<file path="config.mk">
export PLATFORM = sky130hd
export DESIGN_NAME = crc16_framed_packet_parser_unit
export DESIGN_NICKNAME = d
export VERILOG_FILES = /design/src/rtl/crc16fp_pkg.sv /design/src/rtl/crc16fp_ram.sv /design/src/rtl/crc16fp_ctrl.sv /design/src/rtl/crc16fp_dp.sv /design/src/rtl/crc16_framed_packet_parser_unit.sv
export VERILOG_INCLUDE_DIRS = /design/src /design/src/rtl
export SDC_FILE = /design/constraint.sdc
export NUM_CORES = 1
export LEC_CHECK = 0
export BUFFER_PORTS_ARGS = -buffer_cell sky130_fd_sc_hd__buf_2
export CORE_AREA = 3 3 233 235
export CTS_CLUSTER_DIAMETER = 60
export CTS_CLUSTER_SIZE = 30
export DETAILED_ROUTE_END_ITERATION = 10
export DIE_AREA = 0 0 236 238
export HOLD_SLACK_MARGIN = 0.15
export PLACE_DENSITY = 0.7
export SYNTH_ARGS = -nofsm -noshare
export SYNTH_HDL_FRONTEND = slang
export SYNTH_SLANG_ARGS = --single-unit
export TNS_END_PERCENT = 30
</file>
<file path="constraint.sdc">
create_clock -name clk_i -period 5.4 [get_ports clk_i]
set_input_delay 0 -clock clk_i [delete_from_list [all_inputs] [get_ports clk_i]]
set_output_delay 0 -clock clk_i [all_outputs]
set_load 0.01 [all_outputs]
</file>
<file path="src/rtl/crc16_framed_packet_parser_unit_macros.svh">
// Assertion macros for the frame parser datapath.
`ifndef CRC16_FRAMED_PACKET_PARSER_UNIT_MACROS_SVH
`define CRC16_FRAMED_PACKET_PARSER_UNIT_MACROS_SVH

// Check that a condition implies another in the same cycle.
`define CFP_ASSERT_NOW(label, ante, cons, msg) \
  label: assert property (@(posedge clk_i) disable iff (!rst_ni) \
    (ante) |-> (cons)) else $error(msg);

// Check that a condition implies another in the next cycle.
`define CFP_ASSERT_NEXT(label, ante, cons, msg) \
  label: assert property (@(posedge clk_i) disable iff (!rst_ni) \
    (ante) |=> (cons)) else $error(msg);

`endif

</file>
<file path="src/rtl/crc16fp_pkg.sv">
// Shared types, constants and CRC helper for the frame parser.
`default_nettype none

package crc16fp_pkg;

  localparam int MaxPayload = 64;
  localparam int PayIdxW    = $clog2(MaxPayload);
  localparam int LenW       = 7;

  localparam logic [15:0] CrcInit = 16'hFFFF;
  localparam logic [15:0] CrcPoly = 16'hA001;

  typedef enum logic [2:0] {
    ST_BUSY = 3'd0,
    ST_OK   = 3'd1,
    ST_HDR  = 3'd2,
    ST_LEN  = 3'd3,
    ST_CRC  = 3'd4,
    ST_TAIL = 3'd5
  } status_e;

  typedef enum logic [1:0] {
    REG_FIRST_HDR  = 2'd0,
    REG_SECOND_HDR = 2'd1,
    REG_END_MARKER = 2'd2,
    REG_LEN_LIMIT  = 2'd3
  } reg_idx_e;

  typedef struct packed {
    logic [7:0]      first_header;
    logic [7:0]      second_header;
    logic [7:0]      end_marker;
    logic [LenW-1:0] length_limit;
  } cfg_t;

  // Controller to datapath commands.
  typedef struct packed {
    logic    clear;      // reset frame state
    logic    crc_start;  // crc = feed(init, byte)
    logic    crc_feed;   // crc = feed(crc, byte)
    logic    len_load;   // latch length byte
    logic    data_store; // write payload byte, bump count
    logic    crc_lo;     // latch received crc low byte
    logic    crc_hi;     // merge received crc high byte
    logic    res_load;   // load a status item
    logic    res_crc;    // status item carries the received crc
    status_e status;
    logic    emit_rd;    // read payload entry
    logic    emit_wr;    // load payload item from read data
  } cmd_t;

  // Datapath to controller status.
  typedef struct packed {
    logic eq_first;
    logic eq_second;
    logic eq_end;
    logic len_over;
    logic len_zero_in;
    logic data_done;
    logic low_seen;
    logic crc_match;
    logic frame_empty;
    logic emit_last;
    logic out_free;
  } stat_t;

  // Feed one byte into a reflected CRC16.
  function automatic logic [15:0] crc16_feed(logic [15:0] crc, logic [7:0] b);
    logic [15:0] c;
    c = crc ^ {8'h00, b};
    for (int k = 0; k < 8; k++) begin
      if (c[0]) begin
        c = (c >> 1) ^ CrcPoly;
      end else begin
        c = c >> 1;
      end
    end
    return c;
  endfunction

endpackage

`default_nettype wire

</file>
<file path="src/rtl/crc16fp_ram.sv">
// Generic single-write, single-read RAM with registered read data.
`default_nettype none

module crc16fp_ram #(
  parameter int Width = 8,
  parameter int Depth = 64,
  parameter int AddrW = $clog2(Depth)
) (
  input  wire logic             clk_i,
  input  wire logic             we_i,
  input  wire logic [AddrW-1:0] waddr_i,
  input  wire logic [Width-1:0] wdata_i,
  input  wire logic             re_i,
  input  wire logic [AddrW-1:0] raddr_i,
  output logic      [Width-1:0] rdata_o
);

  logic [Width-1:0] mem_q [Depth];

  // Write port.
  always_ff @(posedge clk_i) begin
    if (we_i) begin
      mem_q[waddr_i] <= wdata_i;
    end
  end

  // Registered read port.
  always_ff @(posedge clk_i) begin
    if (re_i) begin
      rdata_o <= mem_q[raddr_i];
    end
  end

endmodule

`default_nettype wire

</file>
<file path="src/rtl/crc16fp_ctrl.sv">
// Frame parser controller: phase state machine and payload emit sequencer.
`default_nettype none

module crc16fp_ctrl
  import crc16fp_pkg::*;
(
  input  wire logic  clk_i,
  input  wire logic  rst_ni,
  input  wire logic  in_valid_i,
  output logic       in_ready_o,
  input  wire stat_t stat_i,
  output cmd_t       cmd_o
);

  typedef enum logic [7:0] {
    S_HEAD1   = 8'b0000_0001,
    S_HEAD2   = 8'b0000_0010,
    S_LEN     = 8'b0000_0100,
    S_DATA    = 8'b0000_1000,
    S_CRC     = 8'b0001_0000,
    S_TAIL    = 8'b0010_0000,
    S_EMIT_RD = 8'b0100_0000,
    S_EMIT_WR = 8'b1000_0000
  } state_e;

  state_e state_q, state_d;
  logic   parsing;
  logic   accept;

  // Take a byte only in a parse phase with room in the output register.
  assign parsing = (state_q != S_EMIT_RD) && (state_q != S_EMIT_WR);
  assign in_ready_o = parsing && stat_i.out_free;
  assign accept = in_valid_i && in_ready_o;

  // Decode phase and byte into datapath commands.
  always_comb begin
    state_d = state_q;
    cmd_o = '0;
    cmd_o.status = ST_BUSY;
    unique case (state_q)
      S_HEAD1: begin
        if (accept) begin
          cmd_o.res_load = 1'b1;
          if (stat_i.eq_first) begin
            cmd_o.crc_start = 1'b1;
            state_d = S_HEAD2;
          end
        end
      end
      S_HEAD2: begin
        if (accept) begin
          cmd_o.res_load = 1'b1;
          if (!stat_i.eq_second) begin
            cmd_o.clear = 1'b1;
            cmd_o.status = ST_HDR;
            if (stat_i.eq_first) begin
              cmd_o.crc_start = 1'b1;
              state_d = S_HEAD2;
            end else begin
              state_d = S_HEAD1;
            end
          end else begin
            cmd_o.crc_feed = 1'b1;
            state_d = S_LEN;
          end
        end
      end
      S_LEN: begin
        if (accept) begin
          cmd_o.res_load = 1'b1;
          if (stat_i.len_over) begin
            cmd_o.clear = 1'b1;
            cmd_o.status = ST_LEN;
            state_d = S_HEAD1;
          end else begin
            cmd_o.len_load = 1'b1;
            cmd_o.crc_feed = 1'b1;
            state_d = stat_i.len_zero_in ? S_CRC : S_DATA;
          end
        end
      end
      S_DATA: begin
        if (accept) begin
          cmd_o.res_load = 1'b1;
          cmd_o.data_store = 1'b1;
          cmd_o.crc_feed = 1'b1;
          if (stat_i.data_done) begin
            state_d = S_CRC;
          end
        end
      end
      S_CRC: begin
        if (accept) begin
          cmd_o.res_load = 1'b1;
          if (!stat_i.low_seen) begin
            cmd_o.crc_lo = 1'b1;
          end else if (!stat_i.crc_match) begin
            cmd_o.clear = 1'b1;
            cmd_o.status = ST_CRC;
            state_d = S_HEAD1;
          end else begin
            cmd_o.crc_hi = 1'b1;
            state_d = S_TAIL;
          end
        end
      end
      S_TAIL: begin
        if (accept) begin
          if (!stat_i.eq_end) begin
            cmd_o.res_load = 1'b1;
            cmd_o.clear = 1'b1;
            cmd_o.status = ST_TAIL;
            state_d = S_HEAD1;
          end else if (stat_i.frame_empty) begin
            // Empty frame: one ok item with the crc, no payload.
            cmd_o.res_load = 1'b1;
            cmd_o.res_crc = 1'b1;
            cmd_o.clear = 1'b1;
            cmd_o.status = ST_OK;
            state_d = S_HEAD1;
          end else begin
            state_d = S_EMIT_RD;
          end
        end
      end
      S_EMIT_RD: begin
        // Read the next entry once the output register can take it.
        if (stat_i.out_free) begin
          cmd_o.emit_rd = 1'b1;
          state_d = S_EMIT_WR;
        end
      end
      S_EMIT_WR: begin
        cmd_o.emit_wr = 1'b1;
        if (stat_i.emit_last) begin
          cmd_o.clear = 1'b1;
          state_d = S_HEAD1;
        end else begin
          state_d = S_EMIT_RD;
        end
      end
      default: begin
        cmd_o.clear = 1'b1;
        state_d = S_HEAD1;
      end
    endcase
  end

  // Advance state.
  always_ff @(posedge clk_i or negedge rst_ni) begin
    if (!rst_ni) begin
      state_q <= S_HEAD1;
    end else begin
      state_q <= state_d;
    end
  end

endmodule

`default_nettype wire

</file>
<file path="src/rtl/crc16fp_dp.sv">
// Frame parser datapath: CRC, frame counters, payload store and output register.
`default_nettype none

`include "crc16_framed_packet_parser_unit_macros.svh"

module crc16fp_dp
  import crc16fp_pkg::*;
(
  input  wire logic       clk_i,
  input  wire logic       rst_ni,
  input  wire cfg_t       cfg_i,
  input  wire logic [7:0] rx_byte_i,
  input  wire cmd_t       cmd_i,
  output stat_t           stat_o,
  input  wire logic       out_ready_i,
  output logic            out_valid_o,
  output logic [2:0]      parse_status_o,
  output logic [7:0]      payload_byte_o,
  output logic [5:0]      payload_index_o,
  output logic [6:0]      frame_length_o,
  output logic [15:0]     frame_crc_o,
  output logic            payload_valid_o,
  output logic            last_o
);

  logic [15:0]        crc_q, crc_d;
  logic [LenW-1:0]    exp_len_q, exp_len_d;
  logic [LenW-1:0]    count_q, count_d;
  logic               low_seen_q, low_seen_d;
  logic [15:0]        rcrc_q, rcrc_d;
  logic [PayIdxW-1:0] emit_idx_q, emit_idx_d;
  logic [LenW-1:0]    lim;
  logic [LenW-1:0]    count_inc;
  logic [LenW-1:0]    emit_next;
  logic [7:0]         rdata;
  logic               out_valid_q, out_valid_d;
  logic [2:0]         status_q;
  logic [7:0]         pbyte_q;
  logic [5:0]         pidx_q;
  logic [6:0]         flen_q;
  logic [15:0]        fcrc_q;
  logic               pvalid_q;
  logic               last_q;

  // Clamp the length limit to the store depth.
  assign lim = (cfg_i.length_limit > LenW'(MaxPayload)) ? LenW'(MaxPayload)
                                                        : cfg_i.length_limit;
  assign count_inc = count_q + LenW'(1);
  assign emit_next = {1'b0, emit_idx_q} + LenW'(1);

  // Report byte compares and frame progress.
  always_comb begin
    stat_o.eq_first    = (rx_byte_i == cfg_i.first_header);
    stat_o.eq_second   = (rx_byte_i == cfg_i.second_header);
    stat_o.eq_end      = (rx_byte_i == cfg_i.end_marker);
    stat_o.len_over    = (rx_byte_i > {1'b0, lim});
    stat_o.len_zero_in = (rx_byte_i == 8'h00);
    stat_o.data_done   = (count_inc >= exp_len_q);
    stat_o.low_seen    = low_seen_q;
    stat_o.crc_match   = ({rx_byte_i, rcrc_q[7:0]} == crc_q);
    stat_o.frame_empty = (exp_len_q == '0);
    stat_o.emit_last   = (emit_next == exp_len_q);
    stat_o.out_free    = !out_valid_q || out_ready_i;
  end

  // Update frame state.
  always_comb begin
    crc_d      = crc_q;
    exp_len_d  = exp_len_q;
    count_d    = count_q;
    low_seen_d = low_seen_q;
    rcrc_d     = rcrc_q;
    emit_idx_d = emit_idx_q;
    if (cmd_i.crc_feed) begin
      crc_d = crc16_feed(crc_q, rx_byte_i);
    end
    if (cmd_i.len_load) begin
      exp_len_d  = rx_byte_i[LenW-1:0];
      count_d    = '0;
      low_seen_d = 1'b0;
      rcrc_d     = '0;
      emit_idx_d = '0;
    end
    if (cmd_i.data_store) begin
      count_d = count_inc;
    end
    if (cmd_i.crc_lo) begin
      rcrc_d     = {8'h00, rx_byte_i};
      low_seen_d = 1'b1;
    end
    if (cmd_i.crc_hi) begin
      rcrc_d = rcrc_q | {rx_byte_i, 8'h00};
    end
    if (cmd_i.emit_wr) begin
      emit_idx_d = emit_next[PayIdxW-1:0];
    end
    if (cmd_i.clear) begin
      crc_d      = CrcInit;
      exp_len_d  = '0;
      count_d    = '0;
      low_seen_d = 1'b0;
      rcrc_d     = '0;
      emit_idx_d = '0;
    end
    if (cmd_i.crc_start) begin
      crc_d = crc16_feed(CrcInit, rx_byte_i);
    end
  end

  always_ff @(posedge clk_i or negedge rst_ni) begin
    if (!rst_ni) begin
      crc_q      <= CrcInit;
      exp_len_q  <= '0;
      count_q    <= '0;
      low_seen_q <= 1'b0;
      rcrc_q     <= '0;
      emit_idx_q <= '0;
    end else begin
      crc_q      <= crc_d;
      exp_len_q  <= exp_len_d;
      count_q    <= count_d;
      low_seen_q <= low_seen_d;
      rcrc_q     <= rcrc_d;
      emit_idx_q <= emit_idx_d;
    end
  end

  // Payload store.
  crc16fp_ram #(
    .Width(8),
    .Depth(MaxPayload)
  ) u_store (
    .clk_i  (clk_i),
    .we_i   (cmd_i.data_store),
    .waddr_i(count_q[PayIdxW-1:0]),
    .wdata_i(rx_byte_i),
    .re_i   (cmd_i.emit_rd),
    .raddr_i(emit_idx_q),
    .rdata_o(rdata)
  );

  // Output register: set on load, drop when the item is taken.
  always_comb begin
    out_valid_d = out_valid_q;
    if (cmd_i.res_load || cmd_i.emit_wr) begin
      out_valid_d = 1'b1;
    end else if (out_ready_i) begin
      out_valid_d = 1'b0;
    end
  end

  always_ff @(posedge clk_i or negedge rst_ni) begin
    if (!rst_ni) begin
      out_valid_q <= 1'b0;
    end else begin
      out_valid_q <= out_valid_d;
    end
  end

  // Hold the item fields.
  always_ff @(posedge clk_i) begin
    if (cmd_i.res_load) begin
      status_q <= cmd_i.status;
      pbyte_q  <= '0;
      pidx_q   <= '0;
      flen_q   <= '0;
      fcrc_q   <= cmd_i.res_crc ? rcrc_q : 16'h0000;
      pvalid_q <= 1'b0;
      last_q   <= 1'b1;
    end else if (cmd_i.emit_wr) begin
      status_q <= ST_OK;
      pbyte_q  <= rdata;
      pidx_q   <= emit_idx_q;
      flen_q   <= exp_len_q;
      fcrc_q   <= rcrc_q;
      pvalid_q <= 1'b1;
      last_q   <= stat_o.emit_last;
    end
  end

  assign out_valid_o     = out_valid_q;
  assign parse_status_o  = status_q;
  assign payload_byte_o  = pbyte_q;
  assign payload_index_o = pidx_q;
  assign frame_length_o  = flen_q;
  assign frame_crc_o     = fcrc_q;
  assign payload_valid_o = pvalid_q;
  assign last_o          = last_q;

  `CFP_ASSERT_NOW(a_emit_into_empty, cmd_i.emit_wr, !out_valid_q,
                  "payload item loaded over a pending item")
  `CFP_ASSERT_NOW(a_store_in_range, cmd_i.data_store, count_q < LenW'(MaxPayload),
                  "payload write beyond the store")
  `CFP_ASSERT_NEXT(a_read_then_load, cmd_i.emit_rd, cmd_i.emit_wr,
                   "store read not followed by an item load")

endmodule

`default_nettype wire

</file>
<file path="src/rtl/crc16_framed_packet_parser_unit.sv">
// A status item is in the output register in the cycle after its byte is taken.
// A good frame of n payload bytes emits its items after the tail byte, each by a store read,
// then an output register load; each read waits until the output register is free.
// Throughput: one byte per cycle while items are taken; no bytes taken during emit.
// Reset: asynchronous, active low; parser state and control registers return to defaults;
// the item field registers and the payload store are not cleared (no clearing pass needed).
`default_nettype none

module crc16_framed_packet_parser_unit
  import crc16fp_pkg::*;
(
  input  wire logic        clk_i,
  input  wire logic        rst_ni,
  input  wire logic        psel,
  input  wire logic        penable,
  input  wire logic        pwrite,
  input  wire logic [3:0]  paddr,
  input  wire logic [31:0] pwdata,
  output logic      [31:0] prdata,
  output logic             pready,
  input  wire logic        in_valid_i,
  output logic             in_ready_o,
  input  wire logic [7:0]  rx_byte_i,
  output logic             out_valid_o,
  input  wire logic        out_ready_i,
  output logic      [2:0]  parse_status_o,
  output logic      [7:0]  payload_byte_o,
  output logic      [5:0]  payload_index_o,
  output logic      [6:0]  frame_length_o,
  output logic      [15:0] frame_crc_o,
  output logic             payload_valid_o,
  output logic             last_o
);

  cfg_t     cfg_q, cfg_d;
  reg_idx_e reg_idx;
  logic     wr_en;
  cmd_t     cmd;
  stat_t    stat;

  assign pready  = 1'b1;
  assign reg_idx = reg_idx_e'(paddr[3:2]);
  assign wr_en   = psel && penable && pwrite && pready;

  // Register writes.
  always_comb begin
    cfg_d = cfg_q;
    if (wr_en) begin
      unique case (reg_idx)
        REG_FIRST_HDR:  cfg_d.first_header  = pwdata[7:0];
        REG_SECOND_HDR: cfg_d.second_header = pwdata[7:0];
        REG_END_MARKER: cfg_d.end_marker    = pwdata[7:0];
        REG_LEN_LIMIT:  cfg_d.length_limit  = pwdata[LenW-1:0];
        default:        cfg_d = cfg_q;
      endcase
    end
  end

  always_ff @(posedge clk_i or negedge rst_ni) begin
    if (!rst_ni) begin
      cfg_q.first_header  <= 8'h0F;
      cfg_q.second_header <= 8'hF0;
      cfg_q.end_marker    <= 8'hFF;
      cfg_q.length_limit  <= LenW'(64);
    end else begin
      cfg_q <= cfg_d;
    end
  end

  // Register reads.
  always_comb begin
    unique case (reg_idx)
      REG_FIRST_HDR:  prdata = {24'h0, cfg_q.first_header};
      REG_SECOND_HDR: prdata = {24'h0, cfg_q.second_header};
      REG_END_MARKER: prdata = {24'h0, cfg_q.end_marker};
      REG_LEN_LIMIT:  prdata = {{(32 - LenW){1'b0}}, cfg_q.length_limit};
      default:        prdata = '0;
    endcase
  end

  crc16fp_ctrl u_ctrl (
    .clk_i     (clk_i),
    .rst_ni    (rst_ni),
    .in_valid_i(in_valid_i),
    .in_ready_o(in_ready_o),
    .stat_i    (stat),
    .cmd_o     (cmd)
  );

  crc16fp_dp u_dp (
    .clk_i          (clk_i),
    .rst_ni         (rst_ni),
    .cfg_i          (cfg_q),
    .rx_byte_i      (rx_byte_i),
    .cmd_i          (cmd),
    .stat_o         (stat),
    .out_ready_i    (out_ready_i),
    .out_valid_o    (out_valid_o),
    .parse_status_o (parse_status_o),
    .payload_byte_o (payload_byte_o),
    .payload_index_o(payload_index_o),
    .frame_length_o (frame_length_o),
    .frame_crc_o    (frame_crc_o),
    .payload_valid_o(payload_valid_o),
    .last_o         (last_o)
  );

endmodule

`default_nettype wire
</file>
==> metrics.txt <==
Vias 14257; Pint 7.55 mW; Worst-path clk slew 0.08 ns; vias per cell 6.07; nets 1703; Worst Path Arrival 4.26 ns; Max-slew headroom 0.262; gate count after technology mapping 1549; Hold Crit Start paddr[2]; Post-Syn Area 27600 µm²; fmax 0.247 GHz; antenna-violating nets left 0; number of max-cap violations 0; area grow syn2layout 9.69%; Clock Latency Late Sink 0.59 ns; #FFs+latches synth 655; Placement Setup Slack 1.36 ns; ys async rst share 0.142; cell depth of the worst flop-to-flop path 7; Fin Setup TNS 0 ns; Placement Rows 84; number of flops mapped to enable cells by yosys 539; clock power share 0.351; DIE HEIGHT 238 µm; Seq/Total Area, Yosys 0.688; IO Count 128; H-tree levels 2; worst-case clock buffer depth 3; Fillers 3883; switching fraction of total power 0.244; Startpoint Class register; core outline area 52400 µm²; GR Util All Layers 0.217; Design Area, Final 30300 µm²; CTS tree yes; Sw Pwr 2.43 mW; Routed WL 60.5 mm; min Tclk post-route 4.05 ns; FF-to-FF Start u_ctrl.state_q[1]; Post-CTS Setup Bufs 0; antenna violations before repair 2; DRC Markers 0; CP required 5.61 ns; Flop pwr share 0.569; clock root cell clkbuf_16; Leak Pwr 9.89 nW; unrepaired setup endpoints after global routing no; global-route wire length before repair 91.7 mm; Worst setup startpoint u_ctrl.state_q[1]; port bufs 76; fin crit share 0.750; vias in the first global route 14221; non-filler instance count after layout 2350; Setup Skew 0.0248 ns; largest net degree at the start of global routing 99; DIE WIDTH 236 µm; Initial Util 0.527; power per standard cell area 329 nW/µm²; status finished clean; DR WL/cell 25.8 µm; Peak VDD IR 0.000222 V; max-slew violation count 0; DIE AREA 56200 µm²; Post-synth top flop edfxtp_1; Worst setup EP type register; post-synthesis area per instance 17.8 µm²; hold crit path type input port to register; grt ovf 0; WHS Path Cells 3; cts bufs inserted 40; final estimated routing congestion in global placement 0.865; library cells used by synthesis 79; Synth Warn # 0; Detail Placement HPWL 37.7 mm; Antenna Cells 0; clock sinks 655; reg-to-reg endpoint u_dp.u_store.mem_q[14][5]; Placed Instance Area 28500 µm²; reg-to-reg setup timing slack 1.35 ns; Iteration-0 DRC Markers 1461; final hold vios 0; Logic pwr share 0.080; kind of critical path register to register; Setup-failing EPs final 0; setup slack after layout 1.35 ns; placed cell count 2250; worst-path maximum fanout 8; Power, Total 9.98 mW; Worst Hold Path EP cfg_q[27]; Pre-antenna DRT Iters 5; share of cells above drive strength 1 0.264; worst-margin pin slew 1.10 ns
registers in the layout, summed over array words and instances, names as in the netlist:
signal / cells
cfg_q: 31
u_ctrl.state_q: 8
u_dp.count_q: 7
u_dp.crc_q: 16
u_dp.emit_idx_q: 6
u_dp.exp_len_q: 7
u_dp.frame_crc_o: 16
u_dp.frame_length_o: 7
u_dp.last_o: 1
u_dp.low_seen_q: 1
u_dp.out_valid_o: 1
u_dp.parse_status_o: 3
u_dp.payload_byte_o: 8
u_dp.payload_index_o: 6
u_dp.payload_valid_o: 1
u_dp.rcrc_q: 16
u_dp.u_store.mem_q: 512
u_dp.u_store.rdata_o: 8
per-stage QoR:
step                 util  hold slack, ns
detailed placement  0.544         -0.0224
finish              0.578           0.205
global route        0.578           0.241
global placement    0.544         -0.0236
floorplan               -          -0.296
CTS                 0.578           0.174
worst max-delay path by stage:
stage / end / slack [ns] / cells after the start
global route: u_dp.u_store.mem_q[38][2] / 1.00 / 7
CTS: u_dp.u_store.mem_q[22][0] / 1.36 / 7
floorplan: u_dp.u_store.mem_q[54][0] / 2.73 / 8
global placement: u_dp.u_store.mem_q[62][7] / 1.50 / 7
finish: u_dp.u_store.mem_q[14][5] / 1.35 / 7
detailed placement: u_dp.u_store.mem_q[22][6] / 1.36 / 7
power groups by stage:
stage	clock [mW]	sequential [mW]	combinational [mW]
finish	3.50	5.67	0.802
CTS	3.56	5.67	0.801
global route	3.75	5.69	0.871
detailed placement	0	5.79	0.777
floorplan	0	5.77	0.524
global placement	0	5.78	0.761
metal layers:
metal	global-route usage	wire length (µm)	up-vias
li1	-	-	6183
met1	0.317	25700	7511
met2	0.350	29500	485
met3	0.0362	4230	78
met4	0.0496	1120	0
met5	0	0	-
final cells by class:
type	count	area [µm²]	area share
multi-input combinational	792	8040	0.265
inverter	17	63.8	0.00211
sequential	655	19000	0.628
timing repair buffer	126	851	0.0281
clock buffer	43	1030	0.0341
clock inverter	29	429	0.0142
tap	688	861	0.0284
cells in the final DEF (no fill, tap or decap), types with 5 or more instances in the layout:
master | netlist | layout
nor3b_1 | 6 | 6
ha_1 | 20 | 20
nor3_1 | 9 | 9
xor2_1 | 47 | 47
clkbuf_16 | 0 | 41
nor2_1 | 97 | 96
nor4_1 | 9 | 9
nor2b_1 | 27 | 27
mux2_2 | 30 | 30
mux2i_1 | 17 | 17
a22o_1 | 20 | 20
edfxtp_1 | 539 | 539
nand3_1 | 17 | 17
a22oi_1 | 7 | 7
dlygate4sd3_1 | 0 | 27
a21oi_1 | 49 | 49
nand4_1 | 6 | 6
or3_1 | 5 | 5
dfxtp_1 | 23 | 23
dfrtp_1 | 59 | 55
buf_4 | 27 | 22
mux4_2 | 175 | 175
xnor2_1 | 39 | 39
conb_1 | 2 | 25
nand2_1 | 94 | 94
dfstp_2 | 34 | 34
buf_2 | 29 | 75
o21ai_0 | 14 | 14
o21ai_1 | 5 | 5
inv_1 | 17 | 17
clkinv_8 | 0 | 6
critical path: stages (launching register included):
cell and delay [ns]:
dfrtp_1 0.50, nor4_2 0.40, nand2_1 0.14, nor3b_1 0.62, nand2_1 0.22, nor2_1 0.30, nand3_1 0.64, nor2_1 0.86
synth_stat cells, drive strengths merged (7+ instances only):
| cell | count | share of area |
|---|---|---|
| xor2 | 47 | 0.015 |
| edfxtp | 539 | 0.59 |
| dfstp | 34 | 0.032 |
| nor3 | 13 | 0.0038 |
| nor4 | 13 | 0.0042 |
| nor2b | 27 | 0.0061 |
| mux2 | 32 | 0.013 |
| ha | 20 | 0.0091 |
| a21oi | 50 | 0.0092 |
| a22o | 20 | 0.0063 |
| dfxtp | 23 | 0.017 |
| xnor2 | 40 | 0.013 |
| buf | 73 | 0.017 |
| inv | 17 | 0.0023 |
| mux2i | 17 | 0.0062 |
| nor2 | 98 | 0.013 |
| clkbuf | 35 | 0.0048 |
| o21ai | 20 | 0.0038 |
| nand2 | 94 | 0.013 |
| nand3 | 18 | 0.0034 |
| mux4 | 175 | 0.14 |
| dfrtp | 59 | 0.053 |
| a22oi | 7 | 0.0019 |
kinds of logic (layout without fill, tap and decap cells):
logic type               after synthesis  after routing  share of synthesized area
AND/OR/NAND/NOR                      303            303                     0.0541
buffers and inverters                125            215                     0.0244
XOR/XNOR                              88             88                     0.0287
multiplexers                         224            224                      0.162
flip-flops                           655            655                      0.688
other                                  2             25                   0.000272
AO/OA/AOI/OAI                        132            132                     0.0333
adder cells (fa/ha/maj)               20             20                    0.00906
repair_timing:
action	CTS	global route
resized for setup	0	0
hold endpoints to repair	131	0
hold buffers	28	0
No activity file was read; power rests on OpenSTA's default activity.
